**src/rtl/assert_macros.svh**
```systemverilog
// assertion macros shared by the curve lookup rtl
// no dependencies; included by files that carry concurrent checks
`ifndef ASSERT_MACROS_SVH
`define ASSERT_MACROS_SVH

// same-cycle implication, disabled while reset is low
`define ASSERT_IMPL(label, clk, rst_n, ante, cons, msg) \
    label: assert property (@(posedge clk) disable iff (!(rst_n)) (ante) |-> (cons)) \
        else $error(msg);

// next-cycle implication, disabled while reset is low
`define ASSERT_NEXT(label, clk, rst_n, ante, cons, msg) \
    label: assert property (@(posedge clk) disable iff (!(rst_n)) (ante) |=> (cons)) \
        else $error(msg);

`endif

```
**src/rtl/plcl_pkg.sv**
```systemverilog
// shared constants, codes and types of the piecewise-linear curve lookup
// no dependencies
`default_nettype none

package plcl_pkg;

    // table size and derived widths
    localparam int MAX_POINTS = 16;
    localparam int PT_AW      = $clog2(MAX_POINTS);
    localparam int CNT_W      = $clog2(MAX_POINTS + 1);

    // fixed field widths
    localparam int VAL_W      = 16;
    localparam int IDX_W      = 4;
    localparam int NUM_W      = 5;
    localparam int CFG_IDX_W  = 2;
    localparam int CFG_DATA_W = 5;

    // serial arithmetic sizing: magnitudes, product, two bits per step
    localparam int MAG_W      = 16;
    localparam int PROD_W     = 2 * MAG_W;
    localparam int MUL_STEPS  = MAG_W / 2;
    localparam int DIV_STEPS  = PROD_W / 2;
    localparam int MUL_CW     = $clog2(MUL_STEPS);
    localparam int DIV_CW     = $clog2(DIV_STEPS);

    localparam logic [NUM_W-1:0] NUM_POINTS_RST = NUM_W'(16);

    typedef enum logic {
        OP_WRITE = 1'b0,
        OP_EVAL  = 1'b1
    } t_op;

    localparam logic [CFG_IDX_W-1:0] CFG_NUM_POINTS = CFG_IDX_W'(0);
    localparam logic [CFG_IDX_W-1:0] CFG_DESCENDING = CFG_IDX_W'(1);

    typedef struct packed {
        logic              done;
        logic [PROD_W-1:0] prod;
    } t_mul_out;

    typedef struct packed {
        logic              done;
        logic [PROD_W-1:0] quo;
        logic [MAG_W-1:0]  rem;
    } t_div_out;

endpackage

`default_nettype wire

```
**src/rtl/plcl_ram.sv**
```systemverilog
// generic single-write, single-read ram with registered read data
// no dependencies
`default_nettype none

module plcl_ram #(
    parameter int WIDTH = 32,
    parameter int DEPTH = 16
) (
    input  logic                     i_clk,
    input  logic                     i_we,
    input  logic [$clog2(DEPTH)-1:0] i_waddr,
    input  logic [WIDTH-1:0]         i_wdata,
    input  logic [$clog2(DEPTH)-1:0] i_raddr,
    output logic [WIDTH-1:0]         o_rdata
);

    logic [WIDTH-1:0] r_mem [DEPTH];
    logic [WIDTH-1:0] r_rdata;

    always_ff @(posedge i_clk) begin
        if (i_we) begin
            r_mem[i_waddr] <= i_wdata;
        end
        r_rdata <= r_mem[i_raddr];
    end

    assign o_rdata = r_rdata;

endmodule

`default_nettype wire

```
**src/rtl/plcl_mul.sv**
```systemverilog
// serial unsigned multiplier, two multiplier bits retired per cycle
// depends on plcl_pkg
`default_nettype none

module plcl_mul import plcl_pkg::*; (
    input  logic             i_clk,
    input  logic             i_rst_n,
    input  logic             i_start,
    input  logic [MAG_W-1:0] i_a,
    input  logic [MAG_W-1:0] i_b,
    output t_mul_out         o_res
);

    logic              r_run;
    logic              r_done;
    logic [MUL_CW-1:0] r_cnt;
    logic [MAG_W-1:0]  r_a;
    logic [PROD_W-1:0] r_prod;
    logic [MAG_W+1:0]  w_sum;

    // upper half plus a times the low two multiplier bits
    assign w_sum = {2'b00, r_prod[PROD_W-1:MAG_W]}
                 + ({2'b00, r_a} & {(MAG_W+2){r_prod[0]}})
                 + ({1'b0, r_a, 1'b0} & {(MAG_W+2){r_prod[1]}});

    always_ff @(posedge i_clk) begin
        if (!i_rst_n) begin
            r_run  <= 1'b0;
            r_done <= 1'b0;
            r_cnt  <= '0;
        end else begin
            r_done <= 1'b0;
            if (i_start) begin
                r_run <= 1'b1;
                r_cnt <= '0;
            end else if (r_run) begin
                r_cnt <= r_cnt + MUL_CW'(1);
                if (r_cnt == MUL_CW'(MUL_STEPS - 1)) begin
                    r_run  <= 1'b0;
                    r_done <= 1'b1;
                end
            end
        end
    end

    always_ff @(posedge i_clk) begin
        if (i_start) begin
            r_a    <= i_a;
            r_prod <= {{MAG_W{1'b0}}, i_b};
        end else if (r_run) begin
            r_prod <= {w_sum, r_prod[MAG_W-1:2]};
        end
    end

    assign o_res.done = r_done;
    assign o_res.prod = r_prod;

endmodule

`default_nettype wire

```
**src/rtl/plcl_div.sv**
```systemverilog
// serial restoring divider, two quotient bits per cycle
// depends on plcl_pkg
`default_nettype none

module plcl_div import plcl_pkg::*; (
    input  logic              i_clk,
    input  logic              i_rst_n,
    input  logic              i_start,
    input  logic [PROD_W-1:0] i_num,
    input  logic [MAG_W-1:0]  i_den,
    output t_div_out          o_res
);

    localparam int RQ_W = MAG_W + PROD_W;

    logic              r_run;
    logic              r_done;
    logic [DIV_CW-1:0] r_cnt;
    logic [MAG_W-1:0]  r_den;
    logic [RQ_W-1:0]   r_rq;

    // remainder in the top bits, dividend shifting out into quotient below
    function automatic logic [RQ_W-1:0] div_step(input logic [RQ_W-1:0] v,
                                                 input logic [MAG_W-1:0] d);
        logic [MAG_W:0] t;
        logic [MAG_W:0] s;
        t = {v[RQ_W-1:PROD_W], v[PROD_W-1]};
        s = t - {1'b0, d};
        if (!s[MAG_W]) begin
            div_step = {s[MAG_W-1:0], v[PROD_W-2:0], 1'b1};
        end else begin
            div_step = {t[MAG_W-1:0], v[PROD_W-2:0], 1'b0};
        end
    endfunction

    always_ff @(posedge i_clk) begin
        if (!i_rst_n) begin
            r_run  <= 1'b0;
            r_done <= 1'b0;
            r_cnt  <= '0;
        end else begin
            r_done <= 1'b0;
            if (i_start) begin
                r_run <= 1'b1;
                r_cnt <= '0;
            end else if (r_run) begin
                r_cnt <= r_cnt + DIV_CW'(1);
                if (r_cnt == DIV_CW'(DIV_STEPS - 1)) begin
                    r_run  <= 1'b0;
                    r_done <= 1'b1;
                end
            end
        end
    end

    always_ff @(posedge i_clk) begin
        if (i_start) begin
            r_den <= i_den;
            r_rq  <= {{MAG_W{1'b0}}, i_num};
        end else if (r_run) begin
            r_rq <= div_step(div_step(r_rq, r_den), r_den);
        end
    end

    assign o_res.done = r_done;
    assign o_res.quo  = r_rq[PROD_W-1:0];
    assign o_res.rem  = r_rq[RQ_W-1:PROD_W];

endmodule

`default_nettype wire

```
**src/rtl/piecewise_linear_curve_lookup.sv**
```systemverilog
// top level of the piecewise-linear curve lookup: table ram, segment scan, control
// depends on plcl_pkg, plcl_ram, plcl_mul, plcl_div and assert_macros.svh
`default_nettype none

`include "assert_macros.svh"

// Piecewise-linear curve lookup. A word is accepted when start is high and busy
// is low. A write word (op 0) stores one (x,y) breakpoint in the same edge and
// gives no result; the block stays free. An evaluate word (op 1) raises busy
// while the block walks the breakpoint table through the single read port of the
// table ram, one breakpoint per cycle, until the query x stops passing them.
// Clamped queries (before the first or past the last breakpoint), exact hits on
// a breakpoint and degenerate segments finish right there. A query that lands
// inside a segment then runs a serial multiply of dy by (x-x1), 2 bits per
// cycle, and a serial restoring divide by dx, 2 quotient bits per cycle, to
// give the interpolated result. The result appears on o_y_result, o_segment
// and the clamp flags for exactly one cycle with o_valid high; the receiver
// cannot stall it, so capture it in that cycle. busy drops in the same cycle,
// so the next word may be started while a result is shown. The table has no
// reset: evaluate only over entries already written. Configuration writes are
// taken at any edge with i_cfg_we high but should only be issued while idle.
module piecewise_linear_curve_lookup import plcl_pkg::*; (
    input  logic                    i_clk,
    input  logic                    i_rst_n,
    // command channel
    input  logic                    start,
    output logic                    busy,
    input  logic                    i_op,
    input  logic [IDX_W-1:0]        i_point_index,
    input  logic signed [VAL_W-1:0] i_x_value,
    input  logic signed [VAL_W-1:0] i_y_value,
    // result strobe and payload
    output logic                    o_valid,
    output logic signed [VAL_W-1:0] o_y_result,
    output logic [CNT_W-1:0]        o_segment,
    output logic                    o_clamped_low,
    output logic                    o_clamped_high,
    // configuration write port
    input  logic                    i_cfg_we,
    input  logic [CFG_IDX_W-1:0]    i_cfg_index,
    input  logic [CFG_DATA_W-1:0]   i_cfg_data
);

    typedef enum logic [3:0] {
        S_IDLE = 4'b0001,
        S_SCAN = 4'b0010,
        S_MUL  = 4'b0100,
        S_DIV  = 4'b1000
    } t_state;

    // configuration registers
    logic [NUM_W-1:0] r_num_points;
    logic             r_descending;

    // control
    t_state           r_state;
    t_state           n_state;
    logic [CNT_W-1:0] r_seg;
    logic [CNT_W-1:0] r_n;
    logic             r_desc;
    logic             r_valid;

    // per-query payload
    logic signed [VAL_W-1:0] r_x;
    logic [2*VAL_W-1:0]      r_prev;
    logic signed [VAL_W-1:0] r_y1;
    logic [MAG_W-1:0]        r_dxm;
    logic                    r_neg;

    // result registers
    logic signed [VAL_W-1:0] r_out_y;
    logic [CNT_W-1:0]        r_out_seg;
    logic                    r_out_lo;
    logic                    r_out_hi;

    // handshake
    logic w_accept;
    logic w_wr;
    logic w_eval;

    // table ram
    logic [PT_AW-1:0]   w_raddr;
    logic [2*VAL_W-1:0] w_rdata;

    // scan datapath
    logic [CNT_W-1:0]        w_n;
    logic [CNT_W-1:0]        w_seg_next;
    logic signed [VAL_W-1:0] w_px;
    logic signed [VAL_W-1:0] w_py;
    logic signed [VAL_W-1:0] w_x1;
    logic signed [VAL_W-1:0] w_y1;
    logic                    w_passed;
    logic signed [VAL_W:0]   w_dy;
    logic signed [VAL_W:0]   w_dxq;
    logic signed [VAL_W:0]   w_dx;
    logic [MAG_W-1:0]        w_dym;
    logic [MAG_W-1:0]        w_dxqm;
    logic [MAG_W-1:0]        w_dxm;

    // finishing
    logic                    w_fin;
    logic signed [VAL_W-1:0] w_fin_y;
    logic [CNT_W-1:0]        w_fin_seg;
    logic                    w_mul_start;
    logic                    w_c;
    logic [VAL_W-1:0]        w_mag;
    logic [VAL_W-1:0]        w_interp;

    t_mul_out w_mul;
    t_div_out w_div;

    // magnitude of a 17-bit difference, which never exceeds 16 bits
    function automatic logic [MAG_W-1:0] mag17(input logic signed [VAL_W:0] v);
        logic [VAL_W:0] t;
        t = v[VAL_W] ? (VAL_W+1)'(-v) : v;
        mag17 = t[MAG_W-1:0];
    endfunction

    assign w_accept = start && !busy;
    assign w_wr     = w_accept && (i_op == OP_WRITE)
                   && (32'(i_point_index) < MAX_POINTS);
    assign w_eval   = w_accept && (i_op == OP_EVAL);

    // configuration writes
    always_ff @(posedge i_clk) begin
        if (!i_rst_n) begin
            r_num_points <= NUM_POINTS_RST;
            r_descending <= 1'b0;
        end else if (i_cfg_we) begin
            unique case (i_cfg_index)
                CFG_NUM_POINTS: r_num_points <= i_cfg_data[NUM_W-1:0];
                CFG_DESCENDING: r_descending <= i_cfg_data[0];
                default: ;
            endcase
        end
    end

    // effective point count: zero means one, saturate at table size
    always_comb begin
        if (r_num_points == '0) begin
            w_n = CNT_W'(1);
        end else if (32'(r_num_points) > MAX_POINTS) begin
            w_n = CNT_W'(MAX_POINTS);
        end else begin
            w_n = CNT_W'(r_num_points);
        end
    end

    // breakpoint table, x in the upper half, y in the lower
    assign w_seg_next = r_seg + CNT_W'(1);
    assign w_raddr    = (r_state == S_SCAN) ? PT_AW'(w_seg_next) : '0;

    plcl_ram #(
        .WIDTH (2 * VAL_W),
        .DEPTH (MAX_POINTS)
    ) u_table (
        .i_clk   (i_clk),
        .i_we    (w_wr),
        .i_waddr (PT_AW'(i_point_index)),
        .i_wdata ({i_x_value, i_y_value}),
        .i_raddr (w_raddr),
        .o_rdata (w_rdata)
    );

    // entry r_seg arrives while scanning, entry r_seg-1 sits in r_prev
    assign w_px     = w_rdata[2*VAL_W-1:VAL_W];
    assign w_py     = w_rdata[VAL_W-1:0];
    assign w_x1     = r_prev[2*VAL_W-1:VAL_W];
    assign w_y1     = r_prev[VAL_W-1:0];
    assign w_passed = r_desc ? (r_x <= w_px) : (r_x >= w_px);

    assign w_dy   = (VAL_W+1)'(w_py) - (VAL_W+1)'(w_y1);
    assign w_dxq  = (VAL_W+1)'(r_x)  - (VAL_W+1)'(w_x1);
    assign w_dx   = (VAL_W+1)'(w_px) - (VAL_W+1)'(w_x1);
    assign w_dym  = mag17(w_dy);
    assign w_dxqm = mag17(w_dxq);
    assign w_dxm  = mag17(w_dx);

    plcl_mul u_mul (
        .i_clk   (i_clk),
        .i_rst_n (i_rst_n),
        .i_start (w_mul_start),
        .i_a     (w_dym),
        .i_b     (w_dxqm),
        .o_res   (w_mul)
    );

    plcl_div u_div (
        .i_clk   (i_clk),
        .i_rst_n (i_rst_n),
        .i_start (w_mul.done),
        .i_num   (w_mul.prod),
        .i_den   (r_dxm),
        .o_res   (w_div)
    );

    // rounding term (2r)/dx is one when twice the remainder reaches dx
    assign w_c      = ({w_div.rem, 1'b0} >= {1'b0, r_dxm});
    assign w_mag    = w_div.quo[VAL_W-1:0] + VAL_W'(w_c);
    assign w_interp = (r_neg ? (-w_mag) : w_mag) + r_y1;

    // next state and finishing decisions
    always_comb begin
        n_state     = r_state;
        w_fin       = 1'b0;
        w_fin_y     = w_py;
        w_fin_seg   = r_seg;
        w_mul_start = 1'b0;
        unique case (r_state)
            S_IDLE: begin
                if (w_eval) begin
                    n_state = S_SCAN;
                end
            end
            S_SCAN: begin
                if (w_passed) begin
                    if (w_seg_next == r_n) begin
                        // past the last breakpoint
                        w_fin     = 1'b1;
                        w_fin_seg = w_seg_next;
                        n_state   = S_IDLE;
                    end
                end else if (r_seg == '0) begin
                    // before the first breakpoint
                    w_fin   = 1'b1;
                    n_state = S_IDLE;
                end else if (r_x == w_x1) begin
                    w_fin   = 1'b1;
                    w_fin_y = w_y1;
                    n_state = S_IDLE;
                end else if (r_x == w_px) begin
                    w_fin   = 1'b1;
                    n_state = S_IDLE;
                end else if (w_x1 == w_px) begin
                    // degenerate segment
                    w_fin   = 1'b1;
                    w_fin_y = w_y1;
                    n_state = S_IDLE;
                end else begin
                    w_mul_start = 1'b1;
                    n_state     = S_MUL;
                end
            end
            S_MUL: begin
                if (w_mul.done) begin
                    n_state = S_DIV;
                end
            end
            S_DIV: begin
                if (w_div.done) begin
                    w_fin   = 1'b1;
                    w_fin_y = w_interp;
                    n_state = S_IDLE;
                end
            end
            default: begin
                n_state = S_IDLE;
            end
        endcase
    end

    // control registers
    always_ff @(posedge i_clk) begin
        if (!i_rst_n) begin
            r_state <= S_IDLE;
            r_seg   <= '0;
            r_valid <= 1'b0;
        end else begin
            r_state <= n_state;
            r_valid <= w_fin;
            if (w_eval) begin
                r_seg <= '0;
            end else if (r_state == S_SCAN && w_passed && w_seg_next != r_n) begin
                r_seg <= w_seg_next;
            end
        end
    end

    // query and segment payload
    always_ff @(posedge i_clk) begin
        if (w_eval) begin
            r_x    <= i_x_value;
            r_n    <= w_n;
            r_desc <= r_descending;
        end
        if (r_state == S_SCAN) begin
            r_prev <= w_rdata;
        end
        if (w_mul_start) begin
            r_y1  <= w_y1;
            r_dxm <= w_dxm;
            r_neg <= w_dy[VAL_W] ^ w_dxq[VAL_W] ^ w_dx[VAL_W];
        end
        if (w_fin) begin
            r_out_y   <= w_fin_y;
            r_out_seg <= w_fin_seg;
            r_out_lo  <= (w_fin_seg == '0);
            r_out_hi  <= (w_fin_seg == r_n);
        end
    end

    assign busy           = (r_state != S_IDLE);
    assign o_valid        = r_valid;
    assign o_y_result     = r_out_y;
    assign o_segment      = r_out_seg;
    assign o_clamped_low  = r_out_lo;
    assign o_clamped_high = r_out_hi;

    // checks
    `ASSERT_NEXT(a_eval_goes_busy, i_clk, i_rst_n, w_eval, busy,
        "evaluate word did not raise busy")
    `ASSERT_IMPL(a_valid_after_work, i_clk, i_rst_n, o_valid,
        $past(r_state) != S_IDLE, "result strobe without a preceding evaluation")
    `ASSERT_IMPL(a_mul_done_in_mul, i_clk, i_rst_n, w_mul.done, r_state == S_MUL,
        "multiplier finished outside the multiply phase")
    `ASSERT_IMPL(a_div_done_in_div, i_clk, i_rst_n, w_div.done, r_state == S_DIV,
        "divider finished outside the divide phase")
    `ASSERT_IMPL(a_seg_in_range, i_clk, i_rst_n, o_valid, o_segment <= r_n,
        "segment count beyond the point count")

endmodule

`default_nettype wire

```
**config.mk**
```make
export PLATFORM = sky130hd
export DESIGN_NAME = piecewise_linear_curve_lookup
export DESIGN_NICKNAME = d
export VERILOG_FILES = /design/src/rtl/plcl_pkg.sv /design/src/rtl/plcl_ram.sv /design/src/rtl/plcl_mul.sv /design/src/rtl/plcl_div.sv /design/src/rtl/piecewise_linear_curve_lookup.sv
export VERILOG_INCLUDE_DIRS = /design/src /design/src/rtl
export SDC_FILE = /design/constraint.sdc
export NUM_CORES = 1
export LEC_CHECK = 0
export ABC_AREA = 1
export BUFFER_PORTS_ARGS = -buffer_cell sky130_fd_sc_hd__buf_2
export CAP_MARGIN = 25
export CORE_UTILIZATION = 48
export CTS_CLUSTER_SIZE = 40
export DETAILED_ROUTE_END_ITERATION = 16
export GPL_TIMING_DRIVEN = 0
export PLACE_DENSITY = 0.74
export RECOVER_POWER = 100
export SLEW_MARGIN = 10
export SYNTH_ARGS = -nofsm -noshare
export SYNTH_HDL_FRONTEND = slang
export SYNTH_SLANG_ARGS = --single-unit
```
**constraint.sdc**
```tcl
create_clock -name i_clk -period 5.5 [get_ports i_clk]
set_input_delay 1.375 -clock i_clk [delete_from_list [all_inputs] [get_ports i_clk]]
set_output_delay 1.375 -clock i_clk [all_outputs]
set_load 0.02 [all_outputs]
```
# ---- Word-level counts from Yosys, hierarchy flattened
# Memories as Yosys holds them, arrays and structs flattened. A register that Yosys moved wholly into a read port is not among the register bits.
# Index checks and enable logic that the tools add are counted.
dict set report totals {
  reg_bits 249
  ram_bits 512
  inputBits 48
  output_inout_bits 25
  elab_cells 156
  n_memories 1
}
# name words width read_ports rd_ports_with_merged_regs write_ports line
set memory_table {}
lappend memory_table {u_table.r_mem 16 32 1 1 1 plcl_ram.sv:17} ;# logic [WIDTH-1:0] r_mem [DEPTH];
dict set report classes {
  add_sub_neg 16
  n_lt_le_gt_ge 4
  eq_ne 18
  mux 59
  bitwise 8
  n_reduce_logical 21
}
# operator count
set op_table {}
lappend op_table {{two-way mux 16 bit} 12}
lappend op_table {{two-way mux 48 bit} 4}
lappend op_table {{two-way mux 32 bit} 2}
lappend op_table {{negator 16 bit} 4}
lappend op_table {{subtractor 16 x 16 -> 17 bit} 3}
lappend op_table {{== test 16 bit} 3}
lappend op_table {{subtractor 17 x 16 -> 17 bit} 2}
lappend op_table {{one-hot mux 16 bit (2 select lines)} 1}
lappend op_table {{two-way mux 1 bit} 24}
lappend op_table {{two-way mux 4 bit} 6}
lappend op_table {{two-way mux 5 bit} 4}
lappend op_table {{adder 16 x 18 -> 18 bit} 1}
lappend op_table {{adder 18 bit} 1}
lappend op_table {{AND 16 x 18 -> 18 bit} 1}
lappend op_table {{AND 17 x 18 -> 18 bit} 1}
lappend op_table {{>= comparator 17 x 16 -> 1 bit} 1}
lappend op_table {{adder 16 x 1 -> 16 bit} 1}
lappend op_table {{adder 16 bit} 1}
lappend op_table {{>= comparator 16 bit} 1}
lappend op_table {{less-or-equal comparator 16 bit} 1}
lappend op_table {{one-hot mux 4 bit (4 select lines)} 1}
lappend op_table {{logical NOT 5 bit} 3}
lappend op_table {{two-way mux 3 bit} 4}
lappend op_table {{== test 5 bit} 2}
lappend op_table {{26 further kinds} 42}

# ---- Longest topological paths before layout
dict set report depth {
  word_depth 8
  depth_mapped 32
  ltp_nobuf 32
}

# ---- By module
# Synthesis repeated with hierarchy kept, for this count alone.
dict set report hier_totals {
  hier_cells 4783
  area_unflattened_um2 42542.1
}
# module instances cells_each area_per_inst_um2 seq_area_each_um2
set modules_own_cells {}
lappend modules_own_cells {plcl_ram 1 2120 22730.6 16015.4}
lappend modules_own_cells {piecewise_linear_curve_lookup 1 1527 11238.3 3623.5}
lappend modules_own_cells {plcl_div 1 677 5078.6 1881.8}
lappend modules_own_cells {plcl_mul 1 459 3494.6 1381.3}

# ---- Least setup slack after synthesis
# OpenSTA, ideal clock, no wires.
dict set report synth_timing {
  path_kind {flip-flop to flip-flop}
  start {register r_dxm[10]}
  end {register r_out_y[13] (netlist: o_y_result[13]), data pin}
  setup_time_ps 264
  arrival_time_ps 4036
  required_ps 5236
  path_slack_ps 1199
  stages_incl_launch_ff 28
  path_buffers 0
  period_less_slack_ps 4301
  path_cell_list {edfxtp_1 inv_1 ha_1 nand2_1 inv_1 o21ai_0 a21oi_1 a2111oi_0 o211ai_1 ha_1 ha_1 nand3_1 inv_1 nand3_1 xor2_1 nor2_1 o21ai_0 xnor2_1 inv_1 ha_1 a21o_1 a21boi_0 nand3_1 a31oi_1 xor2_1 nand2_1 o211ai_1 nand3_1}
}
dict set report synth_between {
  elab_chain_cells 7
}
# element line
set synth_rtl {}
lappend synth_rtl {{start, declared} piecewise_linear_curve_lookup.sv:67} ;# logic [MAG_W-1:0] r_dxm;
lappend synth_rtl {{start signal, assigned} piecewise_linear_curve_lookup.sv:291} ;# r_dxm <= w_dxm;
lappend synth_rtl {{>= comparator 17 x 16 -> 1 bit (*)} piecewise_linear_curve_lookup.sv:198} ;# assign w_c = ({w_div.rem, 1'b0} >= {1'b0, r_dxm});
lappend synth_rtl {{adder 16 x 1 -> 16 bit (*)} piecewise_linear_curve_lookup.sv:199} ;# assign w_mag = w_div.quo[VAL_W-1:0] + VAL_W'(w_c);
lappend synth_rtl {{negator 16 bit} piecewise_linear_curve_lookup.sv:200} ;# assign w_interp = (r_neg ? (-w_mag) : w_mag) + r_y1;
lappend synth_rtl {{two-way mux 16 bit (*)} piecewise_linear_curve_lookup.sv:200}
lappend synth_rtl {{adder 16 bit (*)} piecewise_linear_curve_lookup.sv:200}
lappend synth_rtl {{two-way mux 16 bit (*)} piecewise_linear_curve_lookup.sv:250} ;# if (w_div.done) begin
lappend synth_rtl {{one-hot mux 16 bit (2 select lines) (*)} piecewise_linear_curve_lookup.sv:209} ;# unique case (r_state)
lappend synth_rtl {{via w_fin_y[13]} piecewise_linear_curve_lookup.sv:102} ;# logic signed [VAL_W-1:0] w_fin_y;
lappend synth_rtl {{end signal, assigned} piecewise_linear_curve_lookup.sv:295} ;# r_out_y <= w_fin_y;
lappend synth_rtl {{end, declared} piecewise_linear_curve_lookup.sv:71} ;# logic signed [VAL_W-1:0] r_out_y;
# The timed path passes the listed nets; every way through them passes the cells marked *.
# A chain may end at the register's enable or synchronous reset.

# ---- Worst setup path in the final report
dict set report layout_timing {
  start {register r_dxm[10]}
  end {register r_out_y[12] (netlist: o_y_result[12]), data pin}
}
# The elaborated chain is that of the path after synthesis.

==> flow_metrics.py <==
metrics = {
    "drt": {
        "drt_iter0_drc": 2468,
        "drtAntennaViolNets": 0,
        "drc": 0,
        "avgViaCountPerCell": 5.492,
        "wl_um": 99310,
        "vias": 28870,
        "firstDrtPassIters": 5,
        "wire_per_inst_um": 18.89,
    },
    "die": {
        "rows": 105,
        "core_area_sq_um": 82240,
        "dieWidth_um": 290.5,
        "num_io_pins": 73,
        "die_h_um": 290.5,
        "die_area_sq_um": 84410,
        "start_util_pct": 48.59,
    },
    "cells_and_area": {
        "finish.instance_area_sq_um": 44420,
        "syn2layout_area_growth_pct": 11.16,
        "drive_above_1_share_pct": 5.329,
        "final_util_pct": 54.01,
        "final_nets": 4345,
    },
    "sta": {
        "slew_headroom_pct": -52.34,
        "hold_ws_ns": 0.4264,
        "period_minus_slack_ns": 5.159,
        "worst_pin_slew_ns": 2.277,
        "setup_ws_ns": 0.3407,
        "rsz0062_at_grt": "false",
        "final_hold_viol_count": 0,
        "drv_slew": 298,
        "setup_viol": 0,
        "max_freq_ghz": 0.1938,
        "finalClockSkew_ns": 0.04519,
        "post-route-period-util_pct": 93.81,
    },
    "global_route": {
        "grt_pass1_vias": 27830,
        "grt_pass1_wl_um": 152100,
        "grt_usage_pct": 23.12,
        "overflow": 0,
        "antenna_found_initial": 4,
        "grt_max_degree": 59,
    },
    "place": {
        "placedInstanceArea_sq_um": 42310,
        "dp_hpwl_um": 72850,
        "dpl_worst_slack_ns": -0.1628,
        "io_buffers": 71,
        "place_congestion": 0.9296,
    },
    "setup_path": {
        "cp_max_fo": 4,
        "cp.arrival_ns": 5.47,
        "slowest_delay_ns": 0.39,
        "cp_slowest_cell": "a2111oi_2",
        "reg2reg_depth": 28,
        "r2r-end": "o_y_result[12]",
        "crit_path_frequent_cell": "nand3_1",
        "reg2reg_from": "r_dxm[10]",
        "ff2ff_setup_slack_ns": 0.34,
        "end_kind": "flop",
        "cp-start-kind": "flop",
        "required_ns": 5.81,
        "critical_path_class": "flop to flop",
    },
    "min_path": {
        "hp-start": "r_dxm[10]",
        "min_path_type": "flop to flop",
        "hold_path_depth": 0,
        "hold_end": "u_div.r_den[10]",
    },
    "clocking": {
        "cts-htree-levels": 3,
        "clk_pin_slew_ns": 0.06,
        "tritoncts": "built",
        "cts_num_sinks": 793,
        "clockBufferDepth": 3,
        "hold_buffers": 0,
        "cts_root_buffer": "clkbuf_16",
        "cts_buffers": 80,
        "clk_latency_ns": 0.65,
    },
    "synth": {
        "ys_seq_area_share_pct": 57.31,
        "synthesis.nets": 4167,
        "synth_most_common_cell": "nand2_1",
        "async_flop_share_pct": 0,
        "syn_area_per_cell_sq_um": 10.14,
        "yosys-top-cells-area": "edfxtp_1, nand2_1, inv_1, ha_1, dfxtp_1",
        "synth_area_leader_cell": "edfxtp_1",
        "synth_area_sq_um": 39960,
        "ys_seq_elements": 793,
        "synth.distinct_cells": 53,
        "synth_top_cell_area_share_pct": 52.75,
        "synthFlopType": "edfxtp_1",
        "synth_cells": 3940,
        "synth_edf_count": 702,
        "synth_warnings": 0,
        "synth_top_cells_by_count": "nand2_1, edfxtp_1, inv_1, o21ai_0, nor2_1",
    },
    "job": {
        "cap_violations": 14,
    },
    "status": {
        "status": "finished, violations left",
        "violations": "max-capacitance violations, max-slew violations",
    },
    "power": {
        "cellLeakagePower_nw": 17.53,
        "power_per_cell_area_nw_per_um2": 293.2,
        "vdd_drop_max_uv": 231.3,
    },
}
[layout by cell type (no fill, tap or decap), types with 5 or more instances in the layout]
cell       instances
clkinv_1          13
o21ai_0          284
bufinv_16          7
a21o_1            11
nor2_1           229
nor3_1            36
or2_2              7
buf_2             55
buf_6              6
clkbuf_8           5
ha_1             154
xnor2_1           45
o21a_1             8
nand3b_1          18
nand3_1          181
nand2_1          818
clkinv_2          17
a21oi_1          136
o211ai_1         152
a31oi_1           17
inv_1            544
o22ai_1           33
o21ai_1           41
fa_1              22
edfxtp_1         702
mux2i_1          128
dfxtp_1           90
clkbuf_16         83
buf_1              8
xor2_1            68
nand4_1           34
o21bai_1          11
clkbuf_1         163
[metal layers]
layer,routed length [um],global-route usage [%]
met5,44,0
met4,3066,7.601
met3,7760,3.908
met2,46700,38.71
met1,41740,30.55
[power by group]
group | internal [W] | leakage [nW] | switching (W)
Sequential | 0.00662 | 7.08 | 0.0000330
Combinational | 0.000251 | 9.11 | 0.000539
Clock | 0.00321 | 1.34 | 0.00237
Total | 0.0101 | 17.5 | 0.00295
[state kept, by name, indices dropped and copies added (netlist names), 3 cells and up]
signal and cells:
o_y_result 16, u_mul.r_a 16, r_num_points 5, u_div.r_rq 48, u_mul.r_cnt 3, u_table.r_mem 512
r_state 4, o_segment 5, u_table.o_rdata 32, r_n 5, r_y1 16, r_prev 32
u_div.r_den 16, r_x 16, u_mul.r_prod 32, u_div.r_cnt 4, r_dxm 16, r_seg 5
[area by class of cell]
cell class                 instances  area [sq um]
antenna                            1         2.502
buffer                           128         600.6
clock buffer                     105          2210
clock inverter                    44         526.8
fill                            7005         37820
inverter                         550          2064
multi-input combinational       2469         14400
sequential                       793         22900
tap                             1070          1339
timing repair buffer              96         380.4
[logic make-up (layout without fill, tap and decap cells)]
logic type / count (synthesis) / in the layout / share of synthesized area [%]
and+or+nand+nor: 1335 / 1335 / 13.82
DFF: 793 / 793 / 57.31
AOI/OAI and AO/OA: 710 / 710 / 10.34
buffers and inverters: 678 / 923 / 6.706
adders and majority gates: 179 / 179 / 6.018
muxes: 128 / 128 / 3.206
xor gates and xnor gates: 117 / 117 / 2.602
other: 0 / 1 / 0
[worst max path at each step]
stage | start | endpoint | slack (ns) | cells after the start
2_1_floorplan | r_dxm[10] | o_y_result[13] | 1.20 | 27
4_1_cts | u_div.r_rq[41] | o_y_result[13] | 0.13 | 26
3_3_place_gp | start | u_table.r_mem[5][30] | -0.95 | 5
5_1_grt | u_div.r_rq[31] | u_div.r_rq[45] | 0.01 | 28
6_report | r_dxm[10] | o_y_result[12] | 0.34 | 28
3_5_place_dp | r_dxm[10] | o_y_result[13] | -0.16 | 27
[repair_timing]
item	4_1_cts	5_1_grt
setup buffers	0	1
pin swaps	0	6
setup endpoints to repair	6	11
resized for setup	2	13
endpoints found under the hold margin	0	0
[metrics by stage]
step,setup TNS [ns],total power (W),instances
finish,0,0.01302,5256
global route,0,0.01340,5255
CTS,0,0.01309,5251
detailed placement,-0.5509,0.007575,5102
global placement,-303.03,0.007540,5081
floorplan,0,0.007306,3940
[critical path: cells and delay by family (launching register included)]
family / cells / cell delay, ns
XOR/XNOR: 2 / 0.45
AO/OA/AOI/OAI: 8 / 1.54
buffers and inverters: 4 / 0.30
AND/OR/NAND/NOR: 10 / 1.14
flip-flops: 1 / 0.38
adder cells (fa/ha/maj): 4 / 1.02
(Power assumes the default switching activity.)
